<file path="config.mk">
export PLATFORM = sky130hd
export DESIGN_NAME = windowed_link_rate_monitor
export DESIGN_NICKNAME = d
export VERILOG_FILES = /design/src/rtl/wlrm_pkg.sv /design/src/rtl/wlrm_div.sv /design/src/rtl/windowed_link_rate_monitor.sv
export SDC_FILE = /design/constraint.sdc
export NUM_CORES = 2
export LEC_CHECK = 0
export ABC_CLOCK_PERIOD_IN_PS = 10150
export BUFFER_PORTS_ARGS = -buffer_cell sky130_fd_sc_hd__buf_2
export CAP_MARGIN = 10
export CORE_ASPECT_RATIO = 1.25
export CORE_MARGIN = 1
export CORE_UTILIZATION = 30
export DETAILED_ROUTE_END_ITERATION = 8
export GPL_TIMING_DRIVEN = 1
export PLACE_DENSITY = 0.5
export SLEW_MARGIN = 10
export SYNTH_ARGS = -nofsm -noshare
export SYNTH_HDL_FRONTEND = slang
export SYNTH_SLANG_ARGS = --single-unit
</file>
<file path="constraint.sdc">
create_clock -name clk -period 10.15 [get_ports clk]
set_clock_uncertainty 0.2 [all_clocks]
set_input_delay 2.03 -clock clk [delete_from_list [all_inputs] [get_ports clk]]
set_output_delay 2.03 -clock clk [all_outputs]
set_load 0.005 [all_outputs]
</file>
<file path="src/rtl/wlrm_pkg.sv">
// ----------------------------------------------------------------------------
// wlrm_pkg
// Shared types and constants of the windowed link rate monitor.
// ----------------------------------------------------------------------------
package wlrm_pkg;

  localparam int unsigned SizeW  = 17;
  localparam int unsigned StampW = 32;
  localparam int unsigned SpeedW = 40;
  localparam int unsigned TotalW = 48;
  localparam int unsigned SumW   = 23;   // 64 x 17-bit sizes
  localparam int unsigned NumW   = 43;   // sum * 1000000
  localparam logic [19:0] USEC_PER_SEC = 20'd1000000;
  localparam logic [SpeedW-1:0] SPEED_MAX = {SpeedW{1'b1}};
  localparam logic [TotalW-1:0] TOTAL_MAX = {TotalW{1'b1}};

  // Divide by three as multiply by ceil(2^35 / 3), split into two 17-bit halves
  localparam int unsigned Recip3W      = 17;
  localparam logic [Recip3W-1:0] RECIP3_HI = 17'h15555;
  localparam logic [Recip3W-1:0] RECIP3_LO = 17'h0AAAB;
  localparam int unsigned RECIP3_SHIFT = 35;

  localparam logic MODE_SEND = 1'b0;
  localparam logic MODE_RECV = 1'b1;

  typedef struct packed {
    logic        mode;
    logic [15:0] payload_len;
    logic [7:0]  header_len;
    logic [31:0] packet_stamp;
    logic [31:0] now_stamp;
    logic [31:0] trip_time;
  } in_item_t;

  typedef struct packed {
    logic              direction;
    logic [SpeedW-1:0] speed_bytes;
    logic [TotalW-1:0] total_bytes;
    logic [31:0]       trip_max_smoothed;
  } out_item_t;

endpackage

</file>
<file path="src/rtl/wlrm_div.sv">
// ----------------------------------------------------------------------------
// wlrm_div
// Restoring bit-serial divider, one quotient bit per cycle.
// ----------------------------------------------------------------------------
module wlrm_div (
  input  logic                          clk,
  input  logic                          rst_n,
  input  logic                          start,
  input  logic [wlrm_pkg::NumW-1:0]     num,
  input  logic [31:0]                   den,
  output logic                          busy,
  output logic                          done,
  output logic [wlrm_pkg::NumW-1:0]     quo
);
  localparam int unsigned CntW = 6;

  logic [wlrm_pkg::NumW-1:0] q_r;
  logic [32:0]               rem_r;
  logic [31:0]               den_r;
  logic [CntW-1:0]           cnt_r;
  logic                      busy_r, done_r;
  logic [32:0]               trial;
  logic [33:0]               diffv;

  assign trial = {rem_r[31:0], q_r[wlrm_pkg::NumW-1]};
  assign diffv = {1'b0, trial} - {2'b00, den_r};

  always_ff @(posedge clk) begin
    if (!rst_n) begin
      busy_r <= 1'b0;
      done_r <= 1'b0;
      cnt_r  <= '0;
    end else begin
      done_r <= 1'b0;
      if (start) begin
        busy_r <= 1'b1;
        cnt_r  <= CntW'(wlrm_pkg::NumW - 1);
      end else if (busy_r) begin
        if (cnt_r == '0) begin
          busy_r <= 1'b0;
          done_r <= 1'b1;
        end
        cnt_r <= cnt_r - 1'b1;
      end
    end
  end

  always_ff @(posedge clk) begin
    if (start) begin
      q_r   <= num;
      rem_r <= '0;
      den_r <= den;
    end else if (busy_r) begin
      if (!diffv[33]) begin
        rem_r <= diffv[32:0];
        q_r   <= {q_r[wlrm_pkg::NumW-2:0], 1'b1};
      end else begin
        rem_r <= trial;
        q_r   <= {q_r[wlrm_pkg::NumW-2:0], 1'b0};
      end
    end
  end

  assign busy = busy_r;
  assign done = done_r;
  assign quo  = q_r;
endmodule

</file>
<file path="src/rtl/windowed_link_rate_monitor.sv">
// ----------------------------------------------------------------------------
// windowed_link_rate_monitor
// Sliding-window throughput meter for send and receive packet events.
// ----------------------------------------------------------------------------
// Usage: each in_ transaction is one packet event (mode 0 send, 1 receive).
// The block writes size, stamp and (send) trip time into that direction's
// ring, then walks the ring through a registered-read memory to form the
// size sum, least nonzero stamp and largest trip time. A 43-step bit-serial
// divider then yields bytes per second; one out_ transaction follows.
// Flow: the item passes through the ring scan, a totals step, a trip
// smoothing step, the divider (skipped when the time span is zero) and
// the output step. One item is in flight at a time: in_ready stays low
// from acceptance until the result is loaded into the output register.
// Reset: sync active-low rst_n clears control state, totals, rates and the
// smoothed trip time, and starts a clearing pass that zeroes both rings;
// in_ready stays low during it.
// Stall: the result is held in an output register and never altered while
// waiting; a new transaction may be accepted meanwhile, and its result is
// held back in the output state until the register is free.
// ----------------------------------------------------------------------------
module windowed_link_rate_monitor #(
  parameter int unsigned WINDOW = 10
) (
  input  logic                 clk,
  input  logic                 rst_n,
  input  logic                 in_valid,
  output logic                 in_ready,
  input  wlrm_pkg::in_item_t   in_data,
  output logic                 out_valid,
  input  logic                 out_ready,
  output wlrm_pkg::out_item_t  out_data
);
  localparam int unsigned SlotW = (WINDOW > 1) ? $clog2(WINDOW) : 1;
  localparam int unsigned AddrW = SlotW + 1;            // direction + slot
  localparam int unsigned EntW  = wlrm_pkg::SizeW + 64;
  localparam logic [SlotW-1:0] LAST = SlotW'(WINDOW - 1);
  localparam int unsigned ProdW = 34 + wlrm_pkg::Recip3W;

  localparam logic [2:0] ST_CLR  = 3'd0;
  localparam logic [2:0] ST_IDLE = 3'd1;
  localparam logic [2:0] ST_SCAN = 3'd2;
  localparam logic [2:0] ST_TRIP = 3'd3;
  localparam logic [2:0] ST_DIV  = 3'd4;
  localparam logic [2:0] ST_OUT  = 3'd5;
  localparam logic [2:0] ST_SMTH = 3'd6;

  // Ring memory: {size, stamp, trip} per entry, both directions
  logic [EntW-1:0] ring_mem [2*WINDOW];
  logic [EntW-1:0] rd_data_r;
  logic            we;
  logic [AddrW-1:0] wr_addr, rd_addr;
  logic [EntW-1:0] wr_data;

  logic [2:0]       state_r;
  logic [SlotW-1:0] clr_r, scan_r, send_slot_r, recv_slot_r;
  logic             clr_half_r;
  logic             rd_vld_r, last_rd_r;
  wlrm_pkg::in_item_t item_r;
  logic [wlrm_pkg::SumW-1:0] sum_r;
  logic [31:0]      low_r, max_r, trip_sm_r;
  logic [wlrm_pkg::SpeedW-1:0] send_rate_r, recv_rate_r;
  logic [wlrm_pkg::TotalW-1:0] send_tot_r, recv_tot_r;
  logic             out_valid_r;
  wlrm_pkg::out_item_t out_r;
  logic [ProdW-1:0] trip_ph_r, trip_pl_r;

  logic [wlrm_pkg::SizeW-1:0] in_size, rd_size;
  logic [31:0] rd_stamp, rd_trip, diff;
  logic [wlrm_pkg::TotalW:0] tot_sum;
  logic [wlrm_pkg::TotalW-1:0] tot_nxt;
  logic [wlrm_pkg::NumW-1:0] num, quo;
  logic [33:0] trip_acc;
  logic [ProdW+wlrm_pkg::Recip3W-1:0] trip_prod;
  logic div_start, div_busy, div_done;
  logic [wlrm_pkg::SpeedW-1:0] speed_sat;
  logic accept;
  logic out_load;

  assign accept  = in_valid && in_ready;
  assign in_ready = (state_r == ST_IDLE);
  assign in_size = wlrm_pkg::SizeW'(in_data.payload_len) + wlrm_pkg::SizeW'(in_data.header_len);
  assign rd_size  = rd_data_r[EntW-1 -: wlrm_pkg::SizeW];
  assign rd_stamp = rd_data_r[63:32];
  assign rd_trip  = rd_data_r[31:0];

  // Write on accept (new entry) or during the clearing pass
  always_comb begin
    we      = 1'b0;
    wr_addr = {clr_half_r, clr_r};
    wr_data = '0;
    if (state_r == ST_CLR) begin
      we = 1'b1;
    end else if (accept) begin
      we = 1'b1;
      wr_addr = {in_data.mode,
                 (in_data.mode == wlrm_pkg::MODE_SEND) ? send_slot_r : recv_slot_r};
      wr_data = {in_size, in_data.packet_stamp,
                 (in_data.mode == wlrm_pkg::MODE_SEND) ? in_data.trip_time : 32'd0};
    end
  end

  assign rd_addr = {item_r.mode, scan_r};

  // Read happens after the write of the same entry, so no forwarding needed
  always_ff @(posedge clk) begin
    if (we) begin
      ring_mem[AddrW'(wr_addr[AddrW-1] ? (WINDOW + 32'(wr_addr[SlotW-1:0]))
                                       : 32'(wr_addr[SlotW-1:0]))] <= wr_data;
    end
    rd_data_r <= ring_mem[AddrW'(rd_addr[AddrW-1] ? (WINDOW + 32'(rd_addr[SlotW-1:0]))
                                                  : 32'(rd_addr[SlotW-1:0]))];
  end

  assign tot_sum = {1'b0, (item_r.mode == wlrm_pkg::MODE_SEND) ? send_tot_r : recv_tot_r}
                 + (wlrm_pkg::TotalW+1)'(wlrm_pkg::SizeW'(item_r.payload_len)
                                        + wlrm_pkg::SizeW'(item_r.header_len));
  assign tot_nxt = tot_sum[wlrm_pkg::TotalW] ? wlrm_pkg::TOTAL_MAX
                                             : tot_sum[wlrm_pkg::TotalW-1:0];
  assign diff    = item_r.now_stamp - low_r;
  assign num     = wlrm_pkg::NumW'(sum_r) * wlrm_pkg::NumW'(wlrm_pkg::USEC_PER_SEC);
  assign trip_acc = {2'b00, trip_sm_r} + {1'b0, max_r, 1'b0};
  // Recombine the two partial products of the reciprocal multiplication
  assign trip_prod = {trip_ph_r, {wlrm_pkg::Recip3W{1'b0}}}
                   + {{wlrm_pkg::Recip3W{1'b0}}, trip_pl_r};
  assign speed_sat = (|quo[wlrm_pkg::NumW-1:wlrm_pkg::SpeedW]) ? wlrm_pkg::SPEED_MAX
                                                             : quo[wlrm_pkg::SpeedW-1:0];

  assign div_start = (state_r == ST_SMTH) && (diff != 32'd0);
  assign out_load  = (state_r == ST_OUT) && (!out_valid_r || out_ready);

  wlrm_div u_div (
    .clk   (clk),
    .rst_n (rst_n),
    .start (div_start),
    .num   (num),
    .den   (diff),
    .busy  (div_busy),
    .done  (div_done),
    .quo   (quo)
  );

  always_ff @(posedge clk) begin
    if (!rst_n) begin
      state_r     <= ST_CLR;
      clr_r       <= '0;
      clr_half_r  <= 1'b0;
      scan_r      <= '0;
      rd_vld_r    <= 1'b0;
      last_rd_r   <= 1'b0;
      send_slot_r <= '0;
      recv_slot_r <= '0;
      trip_sm_r   <= '0;
      send_rate_r <= '0;
      recv_rate_r <= '0;
      send_tot_r  <= '0;
      recv_tot_r  <= '0;
      out_valid_r <= 1'b0;
    end else begin
      if (out_load) out_valid_r <= 1'b1;
      else if (out_valid_r && out_ready) out_valid_r <= 1'b0;
      unique case (state_r)
        ST_CLR: begin
          if (clr_r == LAST) begin
            clr_r <= '0;
            clr_half_r <= 1'b1;
            if (clr_half_r) state_r <= ST_IDLE;
          end else begin
            clr_r <= clr_r + 1'b1;
          end
        end
        ST_IDLE: begin
          if (accept) begin
            item_r <= in_data;
            if (in_data.mode == wlrm_pkg::MODE_SEND)
              send_slot_r <= (send_slot_r == LAST) ? '0 : send_slot_r + 1'b1;
            else
              recv_slot_r <= (recv_slot_r == LAST) ? '0 : recv_slot_r + 1'b1;
            scan_r    <= '0;
            rd_vld_r  <= 1'b0;
            last_rd_r <= 1'b0;
            sum_r     <= '0;
            low_r     <= 32'hFFFF_FFFF;
            max_r     <= '0;
            state_r   <= ST_SCAN;
          end
        end
        ST_SCAN: begin
          // Issue reads; accumulate the read data, which arrives in the following cycle
          rd_vld_r  <= !last_rd_r;
          if (scan_r == LAST) last_rd_r <= 1'b1;
          else scan_r <= scan_r + 1'b1;
          if (rd_vld_r) begin
            sum_r <= sum_r + wlrm_pkg::SumW'(rd_size);
            if (rd_stamp != 32'd0 && rd_stamp < low_r) low_r <= rd_stamp;
            if (rd_trip > max_r) max_r <= rd_trip;
          end
          if (last_rd_r && rd_vld_r) state_r <= ST_TRIP;
        end
        ST_TRIP: begin
          if (item_r.mode == wlrm_pkg::MODE_SEND) begin
            send_tot_r <= tot_nxt;
          end else begin
            recv_tot_r <= tot_nxt;
          end
          // Split the divide by three into two narrow partial products
          trip_ph_r <= {{wlrm_pkg::Recip3W{1'b0}}, trip_acc}
                     * {34'd0, wlrm_pkg::RECIP3_HI};
          trip_pl_r <= {{wlrm_pkg::Recip3W{1'b0}}, trip_acc}
                     * {34'd0, wlrm_pkg::RECIP3_LO};
          state_r <= ST_SMTH;
        end
        ST_SMTH: begin
          if (item_r.mode == wlrm_pkg::MODE_SEND)
            trip_sm_r <= trip_prod[wlrm_pkg::RECIP3_SHIFT +: 32];
          if (diff != 32'd0) begin
            state_r <= ST_DIV;
          end else begin
            if (item_r.mode == wlrm_pkg::MODE_RECV) recv_rate_r <= '0;
            state_r <= ST_OUT;
          end
        end
        ST_DIV: begin
          if (div_done) begin
            if (item_r.mode == wlrm_pkg::MODE_SEND) send_rate_r <= speed_sat;
            else recv_rate_r <= speed_sat;
            state_r <= ST_OUT;
          end
        end
        ST_OUT: begin
          // Hold the new result until the output register is free
          if (out_load) begin
            out_r.direction   <= item_r.mode;
            out_r.speed_bytes <= (item_r.mode == wlrm_pkg::MODE_SEND) ? send_rate_r
                                                                     : recv_rate_r;
            out_r.total_bytes <= (item_r.mode == wlrm_pkg::MODE_SEND) ? send_tot_r
                                                                     : recv_tot_r;
            out_r.trip_max_smoothed <= trip_sm_r;
            state_r <= ST_IDLE;
          end
        end
        default: state_r <= ST_IDLE;
      endcase
    end
  end

  // Clearing pass covers the receive half when clr_half_r is set
  assign out_valid = out_valid_r;
  assign out_data  = out_r;

  // Held result must not change while stalled
  a_out_hold: assert property (@(posedge clk) disable iff (!rst_n)
    out_valid_r && !out_ready |=> $stable(out_r))
    else $error("result changed while stalled");
  a_no_accept_busy: assert property (@(posedge clk) disable iff (!rst_n)
    state_r != ST_IDLE |-> !in_ready)
    else $error("ready outside idle");
  a_div_idle: assert property (@(posedge clk) disable iff (!rst_n)
    div_start |-> !div_busy)
    else $error("divider restarted while busy");
  a_slots: assert property (@(posedge clk) disable iff (!rst_n)
    send_slot_r <= LAST && recv_slot_r <= LAST)
    else $error("ring pointer out of range");
endmodule
</file>
==> metrics.txt <==
Layout Cells excl Fill=13900; ratio of cells with drive above 1 in the final layout=17.5%; worst reg2reg path depth=37; CP Data Arrival Time=9.87 ns; GRT Util Overall=16.3%; min Tclk post-route=9.49 ns; CTS tree=yes; ys flop type=edfxtp_1; dpl hpwl=218000 µm; Mapped Area=119000 µm²; critical-path maximum fanout=6; # H-tree levels=4; Reg2Reg Setup Slack=0.66 ns; post-route ant nets=0; Critical Path RT=10.53 ns; row cnt=258; peak supply drop=0.000150 V; WL/cell=23.6 µm; Syn Area/Cell=14.6 µm²; core area=394000 µm²; synthesis-stage register bit count=2395; FF-to-FF End=trip_pl_r[44]$_DFFE_PP_; largest net degree at the start of global routing=133; Pwr Density=148 nW/µm²; CP peak stage delay=0.59 ns; Crit Path Class=reg -> reg; FFs w/ async S/R, synth=0%; Total Nets Final=9593; Detailed Route WL=327000 µm; number of flops mapped to enable cells by yosys=2037; DP Cell Count=13400; Clk pin slew, worst setup/hold paths=0.06 ns; worst-skew pair later-pin latency=0.97 ns; post-DR vias/cell=4.91; worst hold path class=reg -> reg; port bufs=247; total die area=399000 µm²; top cell type's share of synthesized area=51.5%; RePlAce Congestion=0.869; # DRC=0; Final Setup Violations=0; Hold Path Depth=0; critical path startpoint category=flip-flop; synthesized instance count=8121; Area Growth Syn to Fin=13.5%; synth warn=0; Leak=51.7 nW; CTS Hold Buffers Added=0; Die Wd=565 µm; routed via count=68000; clk root buf=clkbuf_16; crit path to=trip_pl_r[44]$_DFFE_PP_; worst path bufs/invs=6; crit-path leading delay family=adder cells; final period utilization=93.5%; first-pass GRT wire length=483000 µm; critical path depth=37; Detailed Routing Iterations Pass 1=5; outcome=complete, no violations; crit end category=flip-flop; # fillers=38100; RSZ-0062 raised after global routing=no; max-cap viol count=0; vias in the first global route=71700; sequential-to-total area share from yosys stat=57.5%; CTS Buffer Depth=4; Slew Limit Fails=0; antenna violations before repair=35; number of DRC markers in iteration 0=4615; Rel. slew slack=16.3%; CTS buffer count=241; Initial Utilization=30.1%; CP max-delay cell=fa_1; Setup crit start=max_r[0]$_SDFFCE_PN0P_; Synth cell types=78; Slew @ Worst Pin=1.25 ns; FF-to-FF Start=max_r[0]$_SDFFCE_PN0P_; syn nets=9273; GR Overflow Total=0; final setup TNS=0 ns; post-CTS setup buffer count=0; CTS sink cnt=2395; Die H=706 µm; f_max=0.105 GHz; Power Total=19.9 mW; top cells by area, synth=edfxtp_1 (51%), mux4_2 (9.2%), ha_1 (6.8%); final hold vios=0; Synth area leader=edfxtp_1; io pins=248
==> cell usage after synthesis, types with 92 or more instances <==
master and number:
fa_1 385, nand3_1 92, a21oi_1 340, nor2_1 463, and2_1 121, clkbuf_1 254
edfxtp_1 2037, nand2_1 280, o21ai_0 224, ha_1 642, inv_1 802, a21o_1 137
mux4_2 486, a211oi_1 106, dfxtp_1 358, xnor2_1 173, xor2_1 114, mux2_2 166
==> worst reg2reg max path: cells and delay by family, from the launching register on <==
family                   cells  cell delay [ns]
AND/OR/NAND/NOR              6             0.95
AO/OA/AOI/OAI               14             2.82
flip-flops                   1             0.38
adder cells (fa/ha/maj)      9             3.64
buffers and inverters        6             0.67
XOR/XNOR                     2             0.56
==> cell families (layout without fill, tap and decap cells) <==
group,count (synthesis),after routing,synth area share (%)
DFF,2395,2395,57.5
and+or+nand+nor,1380,1380,5.63
AOI/OAI and AO/OA,1207,1207,6.61
buffers and inverters,1104,1624,3.53
adders and majority gates,1027,1027,13.2
muxes,721,721,11.4
xor gates and xnor gates,287,287,2.12
other,0,12,0
==> cell type report <==
| cell class | count | area, µm² | share of cell area (%) |
|---|---|---|---|
| Clock buffer | 321 | 6530 | 4.84 |
| Multi-Input combinational cell | 4622 | 46700 | 34.6 |
| Antenna cell | 12 | 30.0 | 0.0223 |
| Clock inverter | 122 | 1240 | 0.918 |
| Tap cell | 5200 | 6510 | 4.82 |
| Timing Repair Buffer | 379 | 2510 | 1.86 |
| Inverter | 802 | 3020 | 2.24 |
| Sequential cell | 2395 | 68300 | 50.7 |
==> report_power, final <==
part           internal (mW)  switching, mW
Combinational          0.108          0.216
Clock                   5.01           3.89
Sequential              10.6         0.0347
Total                   15.8           4.14
==> per-layer routing <==
metal  track usage (%)  part of all wire (%)  vias up
li1                  -                     -    30900
met1              20.6                    42    35300
met2              28.9                    51     1337
met3              1.77                   3.7      420
met4              5.01                   3.4        8
met5                 0                 0.016        -
==> placed cells by master, fill, tap and decap left out, drive strengths merged, types with 280 or more instances in the layout <==
master / instances
inv: 811
buf: 379
nor2: 464
dfxtp: 358
fa: 385
ha: 642
clkbuf: 321
nand2: 280
a21oi: 341
edfxtp: 2037
mux4: 486
==> timing repair <==
item,4_1_cts,5_1_grt
resized for setup,0,3
hold endpoints to repair,0,0
setup endpoints to repair,0,4
==> stage by stage <==
step           utilization (%)  worst slack (ns)  hold slack (ns)  instance area, µm²
4_1_cts                   34.2             0.285            0.244              135000
3_3_place_gp              32.2             0.535            0.240              127000
2_1_floorplan                -              1.14            0.226              119000
5_1_grt                   34.2            0.0302            0.245              135000
6_report                  34.2             0.660            0.258              135000
3_5_place_dp              32.2             0.382            0.248              127000
==> worst min path at each step <==
stage | from | to | slack (ns)
floorplan | recv_tot_r[32]$_SDFFE_PN0P_ | recv_tot_r[32]$_SDFFE_PN0P_ | 0.23
finish | trip_sm_r[10]$_SDFFE_PN0P_ | out_data[10]$_DFFE_PP_ | 0.26
global placement | trip_sm_r[1]$_SDFFE_PN0P_ | out_data[1]$_DFFE_PP_ | 0.24
detailed placement | recv_tot_r[44]$_SDFFE_PN0P_ | recv_tot_r[44]$_SDFFE_PN0P_ | 0.25
CTS | trip_sm_r[10]$_SDFFE_PN0P_ | out_data[10]$_DFFE_PP_ | 0.24
global route | trip_sm_r[10]$_SDFFE_PN0P_ | out_data[10]$_DFFE_PP_ | 0.24
==> state kept, by name (all words and copies together), names as in the netlist, 6 cells and up <==
signal and cells:
u_div.quo 43, item_r 57, recv_rate_r 40, trip_pl_r 33, out_data 121, trip_sm_r 32
max_r 32, trip_ph_r 50, rd_data_r 81, recv_tot_r 48, send_tot_r 48, sum_r 23
send_rate_r 40, ring_mem 1620, u_div.cnt_r 6, u_div.rem_r 32, u_div.den_r 32, low_r 32
Power figures use the tool's default switching activity.
